File: src/hw/rtl/mvn_pkg.sv
// ----------------------------------------------------------------------------
// mvn_pkg
// Shared types and constants of the vertex normal engine.
// ----------------------------------------------------------------------------
`timescale 1ns / 1ps
`default_nettype none

package mvn_pkg;

    localparam int IDX_W = 10;  // vertex index
    localparam int POS_W = 24;  // Q11.12 coordinate
    localparam int CNT_W = 11;  // vertex_count register
    localparam int NRM_W = 16;  // Q1.15 normal component
    localparam int ACC_W = 64;  // accumulator component
    localparam int DIF_W = 25;  // edge vector component
    localparam int CRS_W = 52;  // cross product component

    typedef logic [1:0] t_mode;
    localparam t_mode MODE_LOAD  = 2'd0;
    localparam t_mode MODE_ADD   = 2'd1;
    localparam t_mode MODE_QUERY = 2'd2;

    typedef logic [1:0] t_status;
    localparam t_status ST_OK    = 2'd0;
    localparam t_status ST_RANGE = 2'd1;
    localparam t_status ST_ZERO  = 2'd2;

    typedef enum logic [2:0] {
        OP_LOAD  = 3'd0,
        OP_ADD   = 3'd1,
        OP_QUERY = 3'd2,
        OP_NONE  = 3'd3,
        OP_RANGE = 3'd4
    } t_op;

    typedef struct packed {
        t_op                     op;
        logic [IDX_W-1:0]        index;
        logic signed [POS_W-1:0] pos_x;
        logic signed [POS_W-1:0] pos_y;
        logic signed [POS_W-1:0] pos_z;
        logic [IDX_W-1:0]        corner_a;
        logic [IDX_W-1:0]        corner_b;
        logic [IDX_W-1:0]        corner_c;
    } t_cmd;

endpackage

`default_nettype wire

File: src/hw/rtl/mvn_fifo.sv
// ----------------------------------------------------------------------------
// mvn_fifo
// Two-entry command queue between the front and the back end.
// ----------------------------------------------------------------------------
`timescale 1ns / 1ps
`default_nettype none

module mvn_fifo (
    input  wire logic          i_clk,
    input  wire logic          i_rst_n,
    input  wire logic          i_push,
    input  mvn_pkg::t_cmd      i_data,
    output logic               o_full,
    input  wire logic          i_pop,
    output logic               o_valid,
    output mvn_pkg::t_cmd      o_data
);
    import mvn_pkg::*;

    t_cmd       r_mem [2];
    logic       r_wp;
    logic       r_rp;
    logic [1:0] r_cnt;

    always_ff @(posedge i_clk) begin
        if (!i_rst_n) begin
            r_wp  <= 1'b0;
            r_rp  <= 1'b0;
            r_cnt <= 2'd0;
        end else begin
            if (i_push) begin
                r_mem[r_wp] <= i_data;
                r_wp        <= !r_wp;
            end
            if (i_pop) begin
                r_rp <= !r_rp;
            end
            r_cnt <= r_cnt + 2'(i_push) - 2'(i_pop);
        end
    end

    assign o_full  = (r_cnt == 2'd2);
    assign o_valid = (r_cnt != 2'd0);
    assign o_data  = r_mem[r_rp];

    a_cnt_bound: assert property (@(posedge i_clk) disable iff (!i_rst_n)
        r_cnt != 2'd3) else $error("queue count out of range");
    a_no_overrun: assert property (@(posedge i_clk) disable iff (!i_rst_n)
        i_push |-> !o_full) else $error("push into full queue");
    a_no_underrun: assert property (@(posedge i_clk) disable iff (!i_rst_n)
        i_pop |-> o_valid) else $error("pop from empty queue");

endmodule

`default_nettype wire

File: config.mk
export PLATFORM = sky130hd
export DESIGN_NAME = mvn_fifo
export DESIGN_NICKNAME = d
export VERILOG_FILES = /design/src/hw/rtl/mvn_pkg.sv /design/src/hw/rtl/mvn_fifo.sv
export SDC_FILE = /design/constraint.sdc
export NUM_CORES = 1
export LEC_CHECK = 0
export ABC_AREA = 1
export BUFFER_PORTS_ARGS = -buffer_cell sky130_fd_sc_hd__clkbuf_2
export CAP_MARGIN = 40
export CORE_UTILIZATION = 58
export CTS_BUF_LIST = sky130_fd_sc_hd__clkbuf_4 sky130_fd_sc_hd__clkbuf_8
export DETAILED_ROUTE_END_ITERATION = 7
export GPL_TIMING_DRIVEN = 0
export PLACE_DENSITY = 0.95
export SLEW_MARGIN = 40
export SYNTH_ARGS = -nofsm -noshare
export SYNTH_HDL_FRONTEND = slang
export SYNTH_SLANG_ARGS = --single-unit
File: constraint.sdc
create_clock -name i_clk -period 18.1 [get_ports i_clk]
set_input_delay 0.905 -clock i_clk [delete_from_list [all_inputs] [get_ports i_clk]]
set_output_delay 0.905 -clock i_clk [all_outputs]
set_load 0.01 [all_outputs]
==> flow_summary.toml, run 1 <==
[run_status]
run_status = "complete, no violations"

[logic_synthesis]
yosysSeqAreaShare = 0.803
ys_seq_elements = 235
postSynthAreaPerCell_um2 = 22.4
ys.warnings.count = 0
yosysUniqueCellTypes = 14
synth_area_um2 = 8730
syn_nets = 511
syn-instance-count = 390

[final_layout]
post-route-util = 0.759
fill_cells = 807
final_common_cell = "clkbuf_2"
final_cell_mix = "clkbuf_2, edfxtp_1, mux2_2"
register_area_um2 = 7010
instances_no_fill = 894
nets = 807
design_area_um2 = 11100
multi_input_area_um2 = 1590
num_antenna_cells = 0
area_growth_pct = 26.8
drive_gt1_frac = 0.624

[routing]
wl_per_cell_um = 19.2
m1WireLength_mm = 6.19
dr.max_layer_used = "met4"
met3WireLength_mm = 1.42
dr.pass1.iters = 4
antenna_left = 0
drt-initial-drc-count = 236
routed_wl_mm = 17.2
wl_met2_mm = 8.97
drc = 0
num_vias = 4691
vias_per_cell = 5.25

[setup_path]
rr_worst_depth = 7
r2r_slack_ps = 15690
r2r_end = "r_mem[1][82]"
required_ps = 17190
critPathLaunchType = "flip-flop"
path_class = "flip-flop to output pin"
arrival_ps = 1820
cp_max_fo = 10
end_kind = "output pin"
endpoint = "o_data[70]"
r2r-start = "r_wp"

[timing]
relSlewSlack = 0.607
rsz0062_at_grt = "no"
setup_tns_ps = 0
setup_violations = 0
drv_slew = 0
finalHoldViolations = 0
worstMarginPinSlew_ps = 587
fin_crit_ps = 2730
finClkSkew_ps = 13.2
final.setup.worst_slack_ps = 15370
period_share = 0.151
max_freq_mhz = 366

[clocking]
ctsResizeCount = 0
cts_hold_buffers = 0
clock_sinks = 235
h-tree-depth = 2
clk_latency_ps = 510
cts_buffers = 37
cts_buffer_depth = 3
cts_tree = "built"
root_buffer = "clkbuf_8"
postCtsSetupBuffers = 0
path_clk_slew_ps = 60

[global_routing]
grt_pass1_wl_mm = 26.4
track_usage = 0.222
overflow = 0
grt_max_degree = 22
first_global_vias = 5253
grt_antenna_before_repair = 0

[power_and_ir_drop]
peakVddDrop_mv = 0.0861
p_leak_nw = 4.42
p_per_area_nw_per_um2 = 105

[place]
dp_slack_ps = 15010
placed_cell_area_um2 = 10400
hpwl_mm = 12.0
place.gp.congestion = 0.714
place_inst = 831
port_buffers = 235

[job]
maxCapViolCount = 0

[floorplanning]
dieWidth_um = 125
core.rowCount = 44
ioPinCount = 236
die-area_um2 = 15500
core_um2 = 14600
die_h_um = 125
start_util = 0.598

[hold_path]
hp-class = "flip-flop to flip-flop"
[state kept, by name (all words and copies together), names as in the netlist, named ones only]
name	cells
r_mem	230
r_cnt	2
r_rp	1
r_wp	1
[per-stage QoR]
step / hold slack, ps / power, mW
after floorplan: 443 / 0.707
after global placement: 451 / 0.752
after detailed placement: 485 / 0.760
after CTS: 502 / 1.18
after global routing: 530 / 1.21
final: 510 / 1.17
[how the worst min path moves through the flow]
stage          start    to  cells past startpoint
6_report        r_wp  r_wp                      2
5_1_grt         r_wp  r_wp                      2
4_1_cts         r_wp  r_wp                      2
3_5_place_dp    r_wp  r_wp                      2
3_3_place_gp    r_wp  r_wp                      2
2_1_floorplan   r_wp  r_wp                      2
[power by group]
group	leakage, nW	total, mW	internal, mW	switching (mW)
clock network	0.364	0.418	0.227	0.191
logic	1.90	0.125	0.0626	0.0625
registers	2.15	0.624	0.619	0.00528
total	4.42	1.17	0.908	0.259
[critical path: stages, from the launching register on]
cell and delay, ps:
dfxtp_1 330, buf_6 150, buf_6 190, buf_6 200, mux2_4 320, clkbuf_2 140
[Yosys cell counts]
| master | count | area share |
|---|---|---|
| buf_6 | 7 | 0.0090 |
| edfxtp_1 | 230 | 0.79 |
| mux2_2 | 65 | 0.084 |
| xnor2_1 | 1 | 0.0010 |
| nand2_1 | 7 | 0.0030 |
| mux2_4 | 50 | 0.086 |
| nor3_1 | 1 | 0.00057 |
| a21oi_1 | 2 | 0.0011 |
| nor2_1 | 5 | 0.0022 |
| ha_1 | 2 | 0.0029 |
| dfxtp_1 | 5 | 0.011 |
| nand3_1 | 1 | 0.00057 |
| buf_2 | 6 | 0.0034 |
| inv_1 | 8 | 0.0034 |
[kinds of logic after synthesis]
logic type / after synthesis / share of synthesized area
AND/OR/NAND/NOR: 14 / 0.00631
multiplexers: 115 / 0.170
AO/OA/AOI/OAI: 2 / 0.00115
buffers and inverters: 21 / 0.0159
XOR/XNOR: 1 / 0.00100
flip-flops: 235 / 0.803
adder cells (fa/ha/maj): 2 / 0.00287
[cell type report]
class                      instances  area share
sequential                       235       0.633
timing repair buffer             257       0.128
buffer                            13     0.00983
clock inverter                    10     0.00396
clock buffer                      53      0.0580
inverter                           8     0.00271
multi-input combinational        134       0.144
tap                              184      0.0208
[metal layers]
layer | GRT usage | vias to the layer above
met5 | 0 | -
met4 | 0.111 | 0
met3 | 0.0756 | 57
met2 | 0.386 | 238
met1 | 0.240 | 2263
li1 | - | 2133
(Power assumes the default switching activity.)
==> inputs of run 2 (changes only) <==
--- a/config.mk
+++ b/config.mk
@@ -8,11 +8,11 @@
 export ABC_AREA = 1
 export BUFFER_PORTS_ARGS = -buffer_cell sky130_fd_sc_hd__clkbuf_2
 export CAP_MARGIN = 40
-export CORE_UTILIZATION = 58
+export CORE_UTILIZATION = 49
 export CTS_BUF_LIST = sky130_fd_sc_hd__clkbuf_4 sky130_fd_sc_hd__clkbuf_8
 export DETAILED_ROUTE_END_ITERATION = 7
 export GPL_TIMING_DRIVEN = 0
-export PLACE_DENSITY = 0.95
+export PLACE_DENSITY = 0.86
 export SLEW_MARGIN = 40
 export SYNTH_ARGS = -nofsm -noshare
 export SYNTH_HDL_FRONTEND = slang
==> constraint.sdc (replaced) <==
create_clock -name i_clk -period 2.4 [get_ports i_clk]
set_input_delay 0.12 -clock i_clk [delete_from_list [all_inputs] [get_ports i_clk]]
set_output_delay 0.12 -clock i_clk [all_outputs]
set_load 0.01 [all_outputs]
==> run 2 against run 1 <==
Non-clock buffer count up 113. Combinational power rose to 9.0 times the previous value. Hold slack worse by 170 ps. Design area up 11%. Wire length up 11%. Highest routed layer unchanged. Sequential power rose to 7.5 times the previous value. Clock power rose to 7.6 times the previous value. First-iteration DRC count down 25%. Largest power group unchanged. Flip-flop and latch count unchanged. Via count up 9.7%.
==> flow_summary.toml, run 2 (synthesized netlist as in run 1, its figures left out) <==
[floorplanning]
core.rowCount = 48
start_util = 0.503
die_h_um = 135
die-area_um2 = 18300
ioPinCount = 236
dieWidth_um = 135
core_um2 = 17400

[final_layout]
post-route-util = 0.711
top_register = "r_mem"
largest_register_ffs = 230
fill_cells = 1030
drive_gt1_frac = 0.533
final_common_cell = "clkbuf_2"
area_growth_pct = 41.3
largestRegisters = "r_mem x230, r_cnt x2"
design_area_um2 = 12300
final_cell_mix = "clkbuf_2, edfxtp_1, dlygate4sd3_1"
nets = 920

[timing]
finClkSkew_ps = 10.5
relSlewSlack = 0.577
fin_crit_ps = 2100
setup_tns_ps = 0
worstMarginPinSlew_ps = 633
setup_violations = 0
finalHoldViolations = 0
max_freq_mhz = 475
rsz0062_at_grt = "no"
period_share = 0.877
drv_slew = 0
final.setup.worst_slack_ps = 296

[global_routing]
track_usage = 0.209
overflow = 0
grt_pass1_wl_mm = 28.8
grt_max_degree = 20
grt_antenna_before_repair = 0
first_global_vias = 5667

[place]
port_buffers = 235
dp_slack_ps = 288
hpwl_mm = 11.7
place.gp.congestion = 0.711
placed_cell_area_um2 = 10500

[clocking]
cts_buffer_depth = 3
cts_buffers = 37
clock_sinks = 235
h-tree-depth = 2
root_buffer = "clkbuf_8"
path_clk_slew_ps = 60
clk_latency_ps = 500
postCtsSetupBuffers = 0
cts_tree = "built"

[setup_path]
r2r_slack_ps = 300
r2r-start = "r_wp"
arrival_ps = 2300
cp_slowest_cell = "nor2_4"
cp_cell_sequence = "inv_2, nand2_1, nor2_4, buf_16, buf_8, buf_16, buf_8"
end_kind = "flip-flop"
cp_max_fo = 19
rr_worst_depth = 7
r2r_end = "r_mem[0][89]"
required_ps = 2600
path_class = "flip-flop to flip-flop"
cp_slowest_stage_delay_ps = 470
critPathLaunchType = "flip-flop"

[power_and_ir_drop]
peakVddDrop_mv = 0.586
power_mw = 8.98
p_leak_nw = 4.89
p_per_area_nw_per_um2 = 728

[routing]
drc = 0
antenna_left = 0
wl_per_cell_um = 18.3
routed_wl_mm = 19.1
vias_per_cell = 4.91
dr.pass1.iters = 4
drt-initial-drc-count = 176
num_vias = 5147

[hold_path]
whs_path_depth = 2
hp-start = "i_data[62]"
hp-class = "primary input to flip-flop"
min_to = "r_mem[0][62]"

[job]
maxCapViolCount = 0

[run_status]
run_status = "complete, no violations"
run 2: metal layers:
| layer | wire [µm] | up-vias | global-route usage |
|---|---|---|---|
| li1 | - | 2365 | - |
| met1 | 7230 | 2500 | 0.225 |
| met2 | 10100 | 223 | 0.385 |
| met3 | 1170 | 59 | 0.0464 |
| met4 | 680 | 0 | 0.105 |
| met5 | 0 | - | 0 |
run 2: how the worst max path moves through the flow:
stage | endpoint | startpoint | slack [ps] | cells past startpoint
finish | r_mem[0][89] | r_wp | 300 | 7
global route | r_mem[0][65] | r_wp | 180 | 7
CTS | r_mem[0][0] | r_wp | 270 | 7
detailed placement | r_mem[0][89] | r_wp | 290 | 7
global placement | r_mem[1][89] | r_wp | -2240 | 2
floorplan | r_mem[1][0] | r_wp | -1150 | 2
run 2: report_power, final:
group | total [mW] | switching [mW] | leakage [nW] | internal [mW]
Combinational | 1.12 | 0.517 | 2.38 | 0.604
Clock | 3.16 | 1.45 | 0.362 | 1.71
Sequential | 4.70 | 0.0385 | 2.15 | 4.67
run 2: worst max-delay path: cells and delay by family, from the launching register on:
family                 cells  cell delay (ps)
flip-flops                 1              320
buffers and inverters      5              890
AND/OR/NAND/NOR            2              570
run 2: final cells by class:
class | instances | area (µm²) | area share
flip-flops and latches | 235 | 7010 | 0.568
clock buffers | 52 | 641 | 0.0519
clock inverters | 10 | 43.8 | 0.00355
plain buffers | 13 | 109 | 0.00882
diodes | 1 | 2.50 | 0.000203
multi-input cells | 134 | 1600 | 0.130
repair buffers | 370 | 2620 | 0.212
well taps | 225 | 282 | 0.0228
inverters | 8 | 30.0 | 0.00243
run 2: per-stage QoR:
stage | hold slack, ps | instances
final | 343 | 1048
after global routing | 317 | 1047
after CTS | 294 | 1047
after detailed placement | 313 | 866
after global placement | 308 | 850
after floorplan | 213 | 390
run 2: what timing repair did:
action	4_1_cts	5_1_grt
gates resized for setup	0	0
endpoints found under the setup margin	0	0
hold buffers	119	0
endpoints found under the hold margin	235	0
==> inputs of run 3 (changes only) <==
--- a/config.mk
+++ b/config.mk
@@ -5,7 +5,6 @@
 export SDC_FILE = /design/constraint.sdc
 export NUM_CORES = 1
 export LEC_CHECK = 0
-export ABC_AREA = 1
 export BUFFER_PORTS_ARGS = -buffer_cell sky130_fd_sc_hd__clkbuf_2
 export CAP_MARGIN = 40
 export CORE_UTILIZATION = 49
==> run 3 against run 2 <==
Setup slack gained 160 ps. Global-route usage fell by 1.1 points. Non-clock buffer count fell by 7. Wire length shrank 3.9%. Flip-flop and latch count unchanged.
==> flow_summary.toml, run 3 <==
[run_status]
run_status = "complete, no violations"

[setup_path]
crit_top_cell = "buf_6"
cp_slowest_stage_delay_ps = 320
critPathLaunchType = "flip-flop"
required_ps = 2280
end_kind = "output pin"
arrival_ps = 1820
rr_worst_depth = 5
cp.depth = 5
cp_cell_sequence = "buf_6, buf_6, buf_6, mux2_4, clkbuf_2"
cp_max_fo = 10
cp_slowest_cell = "dfxtp_1"
crit_family = "buffers and inverters"
path_class = "flip-flop to output pin"
critPathBufInv = 4

[floorplanning]
ioPinCount = 236
core.rowCount = 48
die-area_um2 = 18400
dieWidth_um = 135
start_util = 0.503
die_h_um = 135
core_um2 = 17400

[final_layout]
fill_cells = 1013
post-route-util = 0.710
final_cell_mix = "clkbuf_2, edfxtp_1, dlygate4sd3_1"
register_area_um2 = 7010
final_common_cell = "clkbuf_2"
top_register = "r_mem"
area_growth_pct = 41.2
largestRegisters = "r_mem x230, r_cnt x2"
nets = 904
drive_gt1_frac = 0.538
multi_input_area_um2 = 1620
largest_register_ffs = 230

[timing]
relSlewSlack = 0.605
drv_slew = 0
period_share = 0.809
finalHoldViolations = 0
max_freq_mhz = 515
finClkSkew_ps = 22.7
setup_violations = 0
holdWs_ps = 345
worstMarginPinSlew_ps = 592
rsz0062_at_grt = "no"
fin_crit_ps = 1940

[global_routing]
overflow = 0
track_usage = 0.198
grt_max_degree = 42
grt_pass1_wl_mm = 27.4
top_usage_layer = "met2"
met2_usage = 0.363
grt_use_met1 = 0.215
first_global_vias = 5455
grt_util_met3 = 0.0591
grt_antenna_before_repair = 1

[power_and_ir_drop]
pwr-share-seq = 0.513
p_leak_nw = 4.88
p_per_area_nw_per_um2 = 750
power_mw = 9.24
peakVddDrop_mv = 0.654
internal-power_mw = 7.22
p_sw_frac = 0.219
p_comb_frac = 0.125
p_switching_mw = 2.02
p_clk_frac = 0.362

[logic_synthesis]
synthArstFlopShare = 0
synthFlopType = "edfxtp_1"
synth-edff-count = 230
synth_top_area_frac = 0.791
yosysSeqAreaShare = 0.803
synth_commonest_cells = "edfxtp_1, mux2_2, mux2_4, buf_6, buf_2"
synth_most_common_cell = "edfxtp_1"
postSynthAreaPerCell_um2 = 23.0
synth_area_um2 = 8730
post-synth-top-area-cell = "edfxtp_1"
syn-instance-count = 380
syn_nets = 501
ys_seq_elements = 235
yosysUniqueCellTypes = 16
synthTopCellsByArea = "edfxtp_1, mux2_4, mux2_2, dfxtp_1, buf_6"
ys.warnings.count = 0

[routing]
routed_wl_mm = 18.4
num_vias = 5001
vias_per_cell = 4.82
antenna_left = 0
dr.pass1.iters = 4
drt-initial-drc-count = 182
wl_per_cell_um = 17.7
drc = 0

[clocking]
cts_buffer_depth = 3
clk_latency_ps = 510
h-tree-depth = 2
cts_buffers = 38
path_clk_slew_ps = 60
cts_tree = "built"
clock_sinks = 235
root_buffer = "clkbuf_8"
postCtsSetupBuffers = 0

[job]
maxCapViolCount = 0

[place]
port_buffers = 235
place.gp.congestion = 0.716
hpwl_mm = 10.8

[hold_path]
hp-class = "primary input to flip-flop"
whs_path_depth = 2
run 3: final cells by class:
cell class | instances | area share
diodes | 1 | 0.000203
flip-flops and latches | 235 | 0.569
repair buffers | 363 | 0.207
plain buffers | 13 | 0.00883
inverters | 2 | 0.000609
clock buffers | 55 | 0.0543
multi-input cells | 130 | 0.131
clock inverters | 13 | 0.00650
well taps | 225 | 0.0228
run 3: routing by layer:
metal  routed length, µm  part of all wire
met5                   0                 0
met4                 367             0.020
met3                1230             0.067
met2                9760              0.53
met1                7040              0.38
run 3: stage by stage:
stage / setup WS, ps / instance area (µm²) / instances / TNS, ps
after floorplan: -30.0 / 8740 / 380 / -3450
after global placement: -752 / 10200 / 840 / -131260
after detailed placement: 519 / 10400 / 849 / 0
after CTS: 404 / 12300 / 1036 / 0
after global routing: 362 / 12300 / 1037 / 0
final: 457 / 12300 / 1037 / 0
run 3: timing repair:
item,4_1_cts,5_1_grt
gates resized for setup,0,0
endpoints found under the hold margin,235,0
hold buffers,119,0
run 3: cells by family (layout without fill, tap and decap cells):
group,count (synthesis),in the layout,share of synthesized area
xor+xnor,3,3,0.00459
fa+ha+maj,2,2,0.00287
buf+inv,15,446,0.0133
flops,235,235,0.803
mux,115,115,0.170
other cells,0,1,0
simple gates,10,10,0.00659
run 3: final timing paths:
kind,from,endpoint,slack [ps]
worst max register to register,r_wp,r_mem[0][99],560
worst min register to register,r_rp,r_rp,620
worst min-delay path,i_data[50],r_mem[1][50],340
worst max-delay path,flip-flop,o_data[110],460
run 3: power by group through the flow:
stage | clock network [mW] | registers [mW] | logic (mW)
after floorplan | 0 | 4.82 | 0.560
after global placement | 0 | 4.82 | 0.909
after detailed placement | 0 | 4.82 | 0.980
after CTS | 3.40 | 4.74 | 1.14
after global routing | 3.59 | 4.75 | 1.23
final | 3.34 | 4.74 | 1.16
