**config.mk**
```make
export PLATFORM = sky130hd
export DESIGN_NAME = mvn_front_flat
export DESIGN_NICKNAME = d
export VERILOG_FILES = /design/src/hw/rtl/mvn_pkg.sv /design/src/hw/rtl/mvn_in_if.sv /design/src/hw/rtl/mvn_front.sv /design/src/flat_wrapper.sv
export SDC_FILE = /design/constraint.sdc
export NUM_CORES = 1
export LEC_CHECK = 0
export ABC_CLOCK_PERIOD_IN_PS = 3400
export BUFFER_PORTS_ARGS = -buffer_cell sky130_fd_sc_hd__buf_2
export CAP_MARGIN = 20
export CORE_AREA = 2 2 95 97
export CTS_CLUSTER_DIAMETER = 200
export DETAILED_ROUTE_END_ITERATION = 16
export DIE_AREA = 0 0 97 99
export GPL_TIMING_DRIVEN = 0
export PLACE_DENSITY = 0.72
export SLEW_MARGIN = 40
export SYNTH_ARGS = -nofsm -noshare
export SYNTH_HDL_FRONTEND = slang
export SYNTH_SLANG_ARGS = --single-unit
```
**constraint.sdc**
```tcl
create_clock -name i_clk -period 3.4 [get_ports i_clk]
set_input_delay 0.68 -clock i_clk [delete_from_list [all_inputs] [get_ports i_clk]]
set_output_delay 0.68 -clock i_clk [all_outputs]
set_load 0.005 [all_outputs]
```
**src/hw/rtl/mvn_pkg.sv**
```systemverilog
// ----------------------------------------------------------------------------
// mvn_pkg
// Shared types and constants of the vertex normal engine.
// ----------------------------------------------------------------------------
`timescale 1ns / 1ps
`default_nettype none

package mvn_pkg;

    localparam int IDX_W = 10;  // vertex index
    localparam int POS_W = 24;  // Q11.12 coordinate
    localparam int CNT_W = 11;  // vertex_count register
    localparam int NRM_W = 16;  // Q1.15 normal component
    localparam int ACC_W = 64;  // accumulator component
    localparam int DIF_W = 25;  // edge vector component
    localparam int CRS_W = 52;  // cross product component

    typedef logic [1:0] t_mode;
    localparam t_mode MODE_LOAD  = 2'd0;
    localparam t_mode MODE_ADD   = 2'd1;
    localparam t_mode MODE_QUERY = 2'd2;

    typedef logic [1:0] t_status;
    localparam t_status ST_OK    = 2'd0;
    localparam t_status ST_RANGE = 2'd1;
    localparam t_status ST_ZERO  = 2'd2;

    typedef enum logic [2:0] {
        OP_LOAD  = 3'd0,
        OP_ADD   = 3'd1,
        OP_QUERY = 3'd2,
        OP_NONE  = 3'd3,
        OP_RANGE = 3'd4
    } t_op;

    typedef struct packed {
        t_op                     op;
        logic [IDX_W-1:0]        index;
        logic signed [POS_W-1:0] pos_x;
        logic signed [POS_W-1:0] pos_y;
        logic signed [POS_W-1:0] pos_z;
        logic [IDX_W-1:0]        corner_a;
        logic [IDX_W-1:0]        corner_b;
        logic [IDX_W-1:0]        corner_c;
    } t_cmd;

endpackage

`default_nettype wire

```
**src/hw/rtl/mvn_in_if.sv**
```systemverilog
// ----------------------------------------------------------------------------
// mvn_in_if
// Command channel: valid/ready handshake with one mesh command per transaction.
// ----------------------------------------------------------------------------
`timescale 1ns / 1ps
`default_nettype none

interface mvn_in_if;
    logic                            valid;
    logic                            ready;
    logic [1:0]                      mode;
    logic [mvn_pkg::IDX_W-1:0]        index;
    logic signed [mvn_pkg::POS_W-1:0] pos_x;
    logic signed [mvn_pkg::POS_W-1:0] pos_y;
    logic signed [mvn_pkg::POS_W-1:0] pos_z;
    logic [mvn_pkg::IDX_W-1:0]        corner_a;
    logic [mvn_pkg::IDX_W-1:0]        corner_b;
    logic [mvn_pkg::IDX_W-1:0]        corner_c;

    modport source (output valid, mode, index, pos_x, pos_y, pos_z,
                    corner_a, corner_b, corner_c, input ready);
    modport sink   (input valid, mode, index, pos_x, pos_y, pos_z,
                    corner_a, corner_b, corner_c, output ready);
endinterface

`default_nettype wire

```
**src/hw/rtl/mvn_front.sv**
```systemverilog
// ----------------------------------------------------------------------------
// mvn_front
// Accepts commands, holds vertex_count and classifies each command.
// ----------------------------------------------------------------------------
`timescale 1ns / 1ps
`default_nettype none

module mvn_front #(
    parameter int MAX_VERTICES = 1024
) (
    input  wire logic                      i_clk,
    input  wire logic                      i_rst_n,
    input  wire logic                      i_cfg_we,
    input  wire logic [mvn_pkg::CNT_W-1:0] i_cfg_wdata,
    mvn_in_if.sink                         i_in,
    input  wire logic                      i_full,
    input  wire logic                      i_clear_busy,
    output logic                           o_push,
    output mvn_pkg::t_cmd                  o_cmd
);
    import mvn_pkg::*;

    logic [CNT_W-1:0] r_vcount;
    logic             idx_ok;
    logic             tri_ok;

    function automatic logic f_ok(input logic [IDX_W-1:0] v, input logic [CNT_W-1:0] cnt);
        f_ok = ({1'b0, v} < cnt) && (32'(v) < MAX_VERTICES);
    endfunction

    always_ff @(posedge i_clk) begin
        if (!i_rst_n) begin
            r_vcount <= '0;
        end else if (i_cfg_we) begin
            r_vcount <= i_cfg_wdata;
        end
    end

    assign idx_ok = f_ok(i_in.index, r_vcount);
    assign tri_ok = f_ok(i_in.corner_a, r_vcount) && f_ok(i_in.corner_b, r_vcount)
                    && f_ok(i_in.corner_c, r_vcount);

    always_comb begin
        o_cmd.index    = i_in.index;
        o_cmd.pos_x    = i_in.pos_x;
        o_cmd.pos_y    = i_in.pos_y;
        o_cmd.pos_z    = i_in.pos_z;
        o_cmd.corner_a = i_in.corner_a;
        o_cmd.corner_b = i_in.corner_b;
        o_cmd.corner_c = i_in.corner_c;
        case (i_in.mode)
            MODE_LOAD:  o_cmd.op = idx_ok ? OP_LOAD : OP_RANGE;
            MODE_ADD:   o_cmd.op = tri_ok ? OP_ADD : OP_RANGE;
            MODE_QUERY: o_cmd.op = idx_ok ? OP_QUERY : OP_RANGE;
            default:    o_cmd.op = OP_NONE;
        endcase
    end

    // hold off while the accumulators are being cleared
    assign i_in.ready = !i_full && !i_clear_busy;
    assign o_push     = i_in.valid && i_in.ready;

endmodule

`default_nettype wire

```
**src/flat_wrapper.sv**
```systemverilog
// flat-port wrapper written by rule: the top's interface ports become plain ports
module mvn_front_flat import mvn_pkg::*;
#(
    parameter int MAX_VERTICES = 1024
)
  (i_clk, i_rst_n, i_cfg_we, i_cfg_wdata, i_full, i_clear_busy, o_push, o_cmd, i_in_valid, i_in_mode, i_in_index, i_in_pos_x, i_in_pos_y, i_in_pos_z, i_in_corner_a, i_in_corner_b, i_in_corner_c, i_in_ready);
  mvn_in_if i_in_i ();
  input  wire logic i_clk;
  input  wire logic i_rst_n;
  input  wire logic i_cfg_we;
  input  wire logic [mvn_pkg::CNT_W-1:0] i_cfg_wdata;
  input  wire logic i_full;
  input  wire logic i_clear_busy;
  output logic o_push;
  output mvn_pkg::t_cmd o_cmd;
  input wire logic [$bits(i_in_i.valid)-1:0] i_in_valid;
  input wire logic [$bits(i_in_i.mode)-1:0] i_in_mode;
  input wire logic [$bits(i_in_i.index)-1:0] i_in_index;
  input wire logic [$bits(i_in_i.pos_x)-1:0] i_in_pos_x;
  input wire logic [$bits(i_in_i.pos_y)-1:0] i_in_pos_y;
  input wire logic [$bits(i_in_i.pos_z)-1:0] i_in_pos_z;
  input wire logic [$bits(i_in_i.corner_a)-1:0] i_in_corner_a;
  input wire logic [$bits(i_in_i.corner_b)-1:0] i_in_corner_b;
  input wire logic [$bits(i_in_i.corner_c)-1:0] i_in_corner_c;
  output wire logic [$bits(i_in_i.ready)-1:0] i_in_ready;
  assign i_in_i.valid = i_in_valid;
  assign i_in_i.mode = i_in_mode;
  assign i_in_i.index = i_in_index;
  assign i_in_i.pos_x = i_in_pos_x;
  assign i_in_i.pos_y = i_in_pos_y;
  assign i_in_i.pos_z = i_in_pos_z;
  assign i_in_i.corner_a = i_in_corner_a;
  assign i_in_i.corner_b = i_in_corner_b;
  assign i_in_i.corner_c = i_in_corner_c;
  assign i_in_ready = i_in_i.ready;
  mvn_front #(.MAX_VERTICES(MAX_VERTICES)) u_core (.i_clk(i_clk), .i_rst_n(i_rst_n), .i_cfg_we(i_cfg_we), .i_cfg_wdata(i_cfg_wdata), .i_in(i_in_i), .i_full(i_full), .i_clear_busy(i_clear_busy), .o_push(o_push), .o_cmd(o_cmd));
endmodule
```
==> summary.txt, run 1 <==
Cells and area
  • Final instance area: 3170 um^2
  • Share of final-layout standard cells stronger than drive strength 1: 66.7%
  • Final Non-Filler Cells: 547
  • Registers with the most flip-flops: u_core.r_vcount: 11 flops
  • Utilization after layout: between 30% and 40%
  • Filler cell count: 908
  • Register name with the most flops: u_core.r_vcount
  • Antenna diode count: 0
  • Layout area overhead: 50.1%
  • Flip-flop count of the largest register after layout: 11
  • Number of nets in the layout: 607

Clock network
  • Source-to-sink clock delay at the later pin of the worst-skew pair: about 230 ps
  • Number of gates resized after CTS: 0
  • Number of hold buffers added after cts: 0
  • CTS tree: done
  • Post-CTS repair timing setup buffer count: 0
  • Clock Pin Slew Worst Setup and Hold Paths: 50 ps
  • Htree depth: 1
  • # clock sinks: 11
  • Clock buffer depth: 2
  • Number of buffers added by the clock tree synthesis step: 3
  • Clock root buffer master: clkbuf_8

Yosys
  • Synth Warn #: 0
  • Synthesized Nets: 427
  • Synthesized area: about 2100 um^2
  • Synth Area per Inst: roughly 8.1 um^2
  • Sequential-to-total area share from yosys stat: a little over a tenth
  • Synth unique cells: 32
  • Post-synthesis sequential element count: 11
  • Synthesized netlist cell count: 260

Detailed routing
  • Total wire length: 6220 um
  • Vias after detailed routing: 2204
  • Final ANT Viol Nets: 0
  • Residual DRC: 0
  • Per-cell routed wire length: 11.4 um
  • Vias per cell: a little over 4
  • Initial DRC count: 21
  • Drt first pass iters: 4

Timing
  • Share of the cycle needed by the critical path after routing: 84.2%
  • Maximum clock frequency: about 0.35 GHz
  • Final number of setup-violating endpoints: 0
  • Tightest hold margin: around 520 ps
  • Setup repair after global routing missed its margin: false
  • Slew Viols, Final: 0
  • Worst clock skew on the final layout: 0 ps
  • Slew @ Worst Pin: 421 ps
  • Total Neg Setup Slack: 0 ps
  • Final hold viol count: 0
  • Final min period: 2860 ps
  • PnR worst setup slack: 538 ps
  • Slew margin rel.: 71.7%

Placement
  • Gpl congestion: 0.693
  • HPWL Detailed: 5940 um
  • Pre-CTS WS: 447 ps
  • Cell area reported after detailed placement: 3120 um^2
  • Placed cell count: 543
  • Buffers added on ports: 175

Global routing
  • Number of global-route vias before repair: 2110
  • Global-route wire length before repair: 9300 um
  • Maximum number of pins on one net before global-route repair: 11
  • Global-route usage over all layers: approximately 12%
  • Antenna violations before repair: 0
  • Residual overflow from global routing: 0

Worst setup path
  • Data arrival time at the worst-slack endpoint: 2180 ps
  • CP startpoint kind: input port
  • Critical Path, Cell by Cell: buf_2 > ha_1 > nand2_1 > nor4_1 > o211ai_1 > a32o_2 > buf_2
  • Most frequent cell on the critical path: buf_2
  • Setup slack of the worst register-to-register path: 2630 ps
  • Largest stage delay on the critical path: 380 ps
  • Critical path fanouts, max: 2
  • Category of the critical setup timing path: in -> out
  • Critical path required time: 2720 ps
  • Cell with the largest stage delay on the worst path: nor4_1
  • Crit path capture type: output port

Floorplanning
  • DIE HEIGHT: 99 um
  • Horizontal extent of the die: 97 um
  • Boundary Pins: 248
  • Die area: between 9000 and 10000 um^2
  • Cell row count: 34
  • Initial Util: 24.7%
  • Area inside the core boundary: 8550 um^2

Outcome
  • Result of the run: complete, no violations

Power and ir drop
  • Cell leakage power: 1.85 nW
  • Power density relative to cell area: ~190 nW/um^2
  • Max IR drop VDD: about 0.22 mV
  • Total design power: 0.612 mW

Run
  • Max-cap violations: 0

Worst hold path
  • Class of the worst hold path: reg -> reg
-- logic make-up (layout without fill, tap and decap cells) --
| kind of cell | count (synthesis) | in the layout | share of synthesized area (%) |
|---|---|---|---|
| AOI/OAI and AO/OA | 37 | 37 | 10.6 |
| adders and majority gates | 36 | 36 | 21.4 |
| buffers and inverters | 126 | 305 | 42.4 |
| DFF | 11 | 11 | 10.4 |
| muxes | 11 | 11 | 5.22 |
| and+or+nand+nor | 39 | 39 | 9.96 |
-- worst paths after layout --
path | cells past startpoint | startpoint | endpoint
setup / recovery | 7 | i_in_corner_c[8] | o_cmd[112]
hold reg to reg | 2 | u_core.r_vcount[7] | u_core.r_vcount[7]
hold / removal | 2 | u_core.r_vcount[7] | u_core.r_vcount[7]
setup reg to reg | 2 | u_core.r_vcount[10] | u_core.r_vcount[10]
-- synth_stat cells --
| cell type | instances | area (um^2) |
|---|---|---|
| nand4_1 | 1 | 6.26 |
| inv_1 | 12 | 45.0 |
| nor4_1 | 1 | 6.26 |
| o21ai_0 | 7 | 35.0 |
| buf_2 | 1 | 5.00 |
| a221oi_1 | 1 | 8.76 |
| nor3_1 | 1 | 5.00 |
| o31a_1 | 1 | 8.76 |
| o31ai_1 | 1 | 7.51 |
| dfxtp_1 | 11 | 220 |
| nand2_1 | 8 | 30.0 |
| nand2b_1 | 3 | 18.8 |
| clkbuf_1 | 1 | 3.75 |
| or2b_1 | 1 | 7.51 |
| o22ai_1 | 1 | 6.26 |
| and2_1 | 1 | 6.26 |
| a32o_2 | 1 | 11.3 |
| ha_1 | 36 | 450 |
| o21ai_1 | 2 | 10.0 |
| a311oi_1 | 1 | 8.76 |
| a31oi_1 | 2 | 12.5 |
| a21o_1 | 3 | 22.5 |
| nand2b_2 | 1 | 8.76 |
| buf_4 | 112 | 841 |
| nor2_1 | 5 | 18.8 |
| a21oi_1 | 14 | 70.1 |
| nand3_1 | 3 | 15.0 |
| o211ai_1 | 1 | 7.51 |
| nor2b_1 | 12 | 75.1 |
| a211oi_1 | 2 | 15.0 |
| and3_1 | 2 | 12.5 |
| mux2i_1 | 11 | 110 |
-- placed cells by master (no fill, tap or decap), types with 3 or more instances in the layout --
master,Yosys,routed
clkbuf_8,0,3
nor2_1,5,5
nand3_1,3,3
a21oi_1,14,14
nand2_1,8,8
nand2b_1,3,3
a21o_1,3,3
o21ai_0,7,7
nor2b_1,12,12
mux2i_1,11,11
buf_4,112,112
buf_2,1,176
inv_1,12,12
dfxtp_1,11,11
ha_1,36,36
-- worst max-delay path, delay by kind of cell --
family / cells / cell delay [ps]
simple gates: 2 / 460
fa+ha+maj: 1 / 290
compound gates: 2 / 510
buf+inv: 2 / 240
-- report_power, final --
group	internal (mW)	switching [mW]	total [mW]
combinational	0.208	0.136	0.344
clock	0.0818	0.0428	0.125
sequential	0.137	0.00613	0.143
-- metal layers --
layer  track usage [%]  routed length [um]  vias to the layer above
li1                  -                   -                     1126
met1              11.9                2160                      958
met2              23.9                3420                      118
met3              2.70                 631                        2
met4              1.63                  13                        0
met5                 0                   0                        -
-- final cells by class --
type | instances | area (um^2) | area share, %
Buffer | 114 | 850 | 26.8
Sequential cell | 11 | 220 | 6.96
Inverter | 12 | 45.0 | 1.42
Timing Repair Buffer | 175 | 876 | 27.7
Clock buffer | 4 | 45.0 | 1.42
Tap cell | 108 | 135 | 4.27
Multi-Input combinational cell | 123 | 995 | 31.4
No activity file was read; power rests on OpenSTA's default activity.
==> run 2: changes to the inputs <==
--- a/config.mk
+++ b/config.mk
@@ -5,15 +5,16 @@
 export SDC_FILE = /design/constraint.sdc
 export NUM_CORES = 1
 export LEC_CHECK = 0
-export ABC_CLOCK_PERIOD_IN_PS = 3400
+export ABC_AREA = 1
+export ABC_CLOCK_PERIOD_IN_PS = 2300
 export BUFFER_PORTS_ARGS = -buffer_cell sky130_fd_sc_hd__buf_2
 export CAP_MARGIN = 20
-export CORE_AREA = 2 2 95 97
+export CORE_AREA = 2 2 97 99
 export CTS_CLUSTER_DIAMETER = 200
 export DETAILED_ROUTE_END_ITERATION = 16
-export DIE_AREA = 0 0 97 99
+export DIE_AREA = 0 0 99 101
 export GPL_TIMING_DRIVEN = 0
-export PLACE_DENSITY = 0.72
+export PLACE_DENSITY = 0.73
 export SLEW_MARGIN = 40
 export SYNTH_ARGS = -nofsm -noshare
 export SYNTH_HDL_FRONTEND = slang
==> constraint.sdc (replaced) <==
create_clock -name i_clk -period 2.3 [get_ports i_clk]
set_input_delay 0.46 -clock i_clk [delete_from_list [all_inputs] [get_ports i_clk]]
set_output_delay 0.46 -clock i_clk [all_outputs]
set_load 0.005 [all_outputs]
==> run 2 against run 1 <==
- wire length increased by 10%
- critical endpoint unchanged
- count of clock-buffer cells in the layout unchanged
- sequential cell count unchanged
- sequential share of layout area decreased by 0.26 points
- non-clock buffer count increased by 1
- synthesized cell count increased by 23%
- highest routed layer unchanged
==> summary.txt, run 2 <==
Clock network
  • Number of hold buffers added after cts: 0 (unchanged)
  • Htree depth: 1 (unchanged)
  • Clock Pin Slew Worst Setup and Hold Paths: 50 ps (about the same)
  • CTS tree: done
  • Number of buffers added by the clock tree synthesis step: 3 (unchanged)
  • Clock root buffer master: clkbuf_8
  • Source-to-sink clock delay at the later pin of the worst-skew pair: 230 ps (about the same)
  • Post-CTS repair timing setup buffer count: 0 (unchanged)
  • # clock sinks: 11 (unchanged)
  • Clock buffer depth: 2 (unchanged)

Timing
  • Final hold viol count: 0 (unchanged)
  • Worst clock skew on the final layout: 0 ps (unchanged)
  • Final number of setup-violating endpoints: 0 (unchanged)
  • Final min period: about 2200 ps
  • Share of the cycle needed by the critical path after routing: 95.5%
  • Slew margin rel.: 72.1% (+0.36 points)
  • Setup repair after global routing missed its margin: true
  • Maximum clock frequency: 0.455 GHz
  • Slew @ Worst Pin: 419 ps (-1.46 ps)
  • Slew Viols, Final: 0 (unchanged)
  • Total Neg Setup Slack: 0 ps (unchanged)

Power and ir drop
  • Share of power burned in combinational logic: 59.3% (+3.1 points)
  • Cell leakage power: 2.02 nW (+9.3%)
  • Max IR drop VDD: 0.267 mV (+23%)
  • Cell-internal power: 0.648 mW (+52%)
  • Net switching power of the design: 0.333 mW (+80%)
  • Share of total power in sequential cells: 21.5% (-1.9 points)
  • Clock power share: 19.2% (-1.2 points)
  • Switching share of total power: 33.9% (+3.7 points)
  • Power density relative to cell area: 298 nW/um^2 (+54%)

Run
  • Max-cap violations: 0 (unchanged)

Worst setup path
  • Largest stage delay on the critical path: 320 ps (-60 ps)
  • Data arrival time at the worst-slack endpoint: 1740 ps (-440 ps)
  • Worst R2R Path Depth: 2 (unchanged)
  • Critical Path, Cell by Cell: inv_2 > ha_1 > a21oi_1 > nand2_2 > nand2_2 > nand3_1 > nor2_1 > nand3_1 > nand2_1 > buf_2
  • Critical path fanouts, max: 5 (+3)
  • Crit path capture type: output port
  • Beginning of the critical path: u_core.r_vcount[6]
  • WP depth: 10 (+3)
  • Buffers plus inverters on the worst setup path: 2 (unchanged)
  • Category of the critical setup timing path: reg -> out
  • Critical register-to-register path startpoint: u_core.r_vcount[7]
  • Critical register-to-register path endpoint: u_core.r_vcount[7]
  • End point of the critical path: o_cmd[112]
  • Worst path top cell family by delay: simple AND/OR/NAND/NOR gates
  • Setup slack of the worst register-to-register path: 1600 ps (-1030 ps)
  • CP startpoint kind: flip-flop
  • Cell with the largest stage delay on the worst path: dfxtp_1
  • Critical path required time: 1840 ps (-880 ps)

Yosys
  • Post-synthesis sequential element count: 11 (unchanged)
  • Synth Area per Inst: 6.85 um^2 (-16%)
  • Async set-or-reset flop fraction in the synthesized netlist: 0% (unchanged)
  • Sequential-to-total area share from yosys stat: 10.0% (-0.40 points)
  • Count of flip-flops with a built-in enable after synthesis: 0 (unchanged)
  • Synthesized area: 2190 um^2 (+4.0%)
  • Cell taking the most area after synthesis: buf_4
  • Most common cell in the synthesized netlist: buf_4
  • Biggest area contributors in the synthesized netlist: buf_4, ha_1, dfxtp_1, nand2_1, inv_1
  • Area share of the largest cell type after synthesis: 38.3% (-1.5 points)
  • Synthesized netlist cell count: 320 (+23%)
  • Synth Warn #: 0 (unchanged)
  • Most frequent cells after synthesis: buf_4, nand2_1, ha_1
  • Ys flop type: dfxtp_1
  • Synthesized Nets: 487 (+14%)
  • Synth unique cells: 18 (-44%)

Cells and area
  • Filler cell count: 947 (+4.3%)
  • Antenna diode count: 0 (unchanged)
  • Flip-flop count of the largest register after layout: 11 (unchanged)
  • Commonest cells after routing, fill and taps aside: buf_2, buf_4, nand2_1, ha_1, inv_1
  • Utilization after layout: 36.6% (-0.39 points)
  • Register name with the most flops: u_core.r_vcount
  • Share of final-layout standard cells stronger than drive strength 1: 61.7% (-5.0 points)
  • Layout area overhead: 49.9% (about the same)
  • Commonest non-fill, non-tap cell in the layout: buf_2
  • Registers with the most flip-flops: u_core.r_vcount: 11 flops
  • Number of nets in the layout: 667 (+9.9%)

Floorplanning
  • DIE HEIGHT: 101 um (+2.0%)
  • Die area: 10000 um^2 (+4.1%)
  • Boundary Pins: 248 (unchanged)
  • Cell row count: 35 (+2.9%)
  • Horizontal extent of the die: 99 um (+2.1%)
  • Area inside the core boundary: 8980 um^2 (+5.0%)
  • Initial Util: 24.4% (-0.24 points)

Global routing
  • Global-route usage over all layers: 11.8% (+0.25 points)
  • Number of global-route vias before repair: 2135 (+1.2%)
  • Maximum number of pins on one net before global-route repair: 11 (unchanged)
  • Global-route wire length before repair: 9490 um (+2.0%)
  • Residual overflow from global routing: 0 (unchanged)
  • Antenna violations before repair: 0 (unchanged)

Detailed routing
  • Final ANT Viol Nets: 0 (unchanged)
  • Per-cell routed wire length: 11.2 um (-1.4%)
  • Total wire length: 6840 um (+10%)
  • Vias after detailed routing: 2472 (+12%)
  • Vias per cell: 4.05 (+0.58%)
  • Residual DRC: 0 (unchanged)
  • Initial DRC count: 34 (+62%)
  • Drt first pass iters: 4 (unchanged)

Outcome
  • Result of the run: complete, no violations

Placement
  • Buffers added on ports: 175 (unchanged)
  • Gpl congestion: 0.820 (+18%)
  • HPWL Detailed: 6250 um (+5.2%)

Worst hold path
  • Class of the worst hold path: in -> reg
==> run 2: kinds of logic (layout without fill, tap and decap cells) <==
group / after synthesis / after routing / synth area share, %
AO/OA/AOI/OAI: 39 / 39 / 9.01
buffers and inverters: 149 / 328 / 44.7
flip-flops: 11 / 11 / 10.0
AND/OR/NAND/NOR: 85 / 85 / 15.7
adder cells (fa/ha/maj): 36 / 36 / 20.5
==> run 2: layout make-up <==
type,instances,area [um^2],share of cell area (%)
timing repair buffer,175,876,26.6
tap,111,139,4.22
sequential,11,220,6.70
inverter,34,128,3.88
multi-input combinational,160,1030,31.3
clock buffer,4,45.0,1.37
buffer,115,852,25.9
==> run 2: worst min path at each step <==
stage                        from                 end  slack, ps  depth (start not counted)
2_1_floorplan  u_core.r_vcount[0]  u_core.r_vcount[0]        490                          2
3_3_place_gp   u_core.r_vcount[0]  u_core.r_vcount[0]        570                          2
3_5_place_dp   u_core.r_vcount[3]  u_core.r_vcount[3]        590                          2
4_1_cts                   i_rst_n  u_core.r_vcount[8]        490                          3
5_1_grt            i_cfg_wdata[3]  u_core.r_vcount[3]        520                          3
6_report                  i_rst_n  u_core.r_vcount[8]        500                          3
==> run 2: repair_timing <==
item,4_1_cts,5_1_grt
gates resized for setup,1,17
pin swaps,0,2
setup endpoints to repair,1,3
gates cloned,0,0
==> run 2: worst reg2reg max path, stage by stage (launching register included) <==
cell,delay [ps]
dfxtp_1,290
inv_1,170
a21oi_1,100
==> run 2: power groups by stage <==
stage | clock (mW) | combinational, mW | sequential (mW)
2_1_floorplan | 0 | 0.345 | 0.211
3_3_place_gp | 0 | 0.552 | 0.213
3_5_place_dp | 0 | 0.574 | 0.213
4_1_cts | 0.197 | 0.576 | 0.209
5_1_grt | 0.212 | 0.652 | 0.211
6_report | 0.188 | 0.582 | 0.211
==> run 2: metrics by stage <==
step	hold WS [ps]	setup WS, ps	cells	total power, mW	instance area (um^2)
after floorplan	489	531	320	0.557	2190
after global placement	572	120	606	0.765	3210
after detailed placement	587	102	606	0.787	3210
after CTS	492	3.90	610	0.983	3250
after global routing	516	-16.9	610	1.07	3290
final	498	104	610	0.980	3290
==> run 2: per-layer routing <==
metal	wire, um	global-route usage, %	vias up
met2	3840	24.1	112
met5	0	0	-
met4	45	2.32	0
met3	534	1.73	6
li1	-	-	1265
met1	2420	12.7	1089
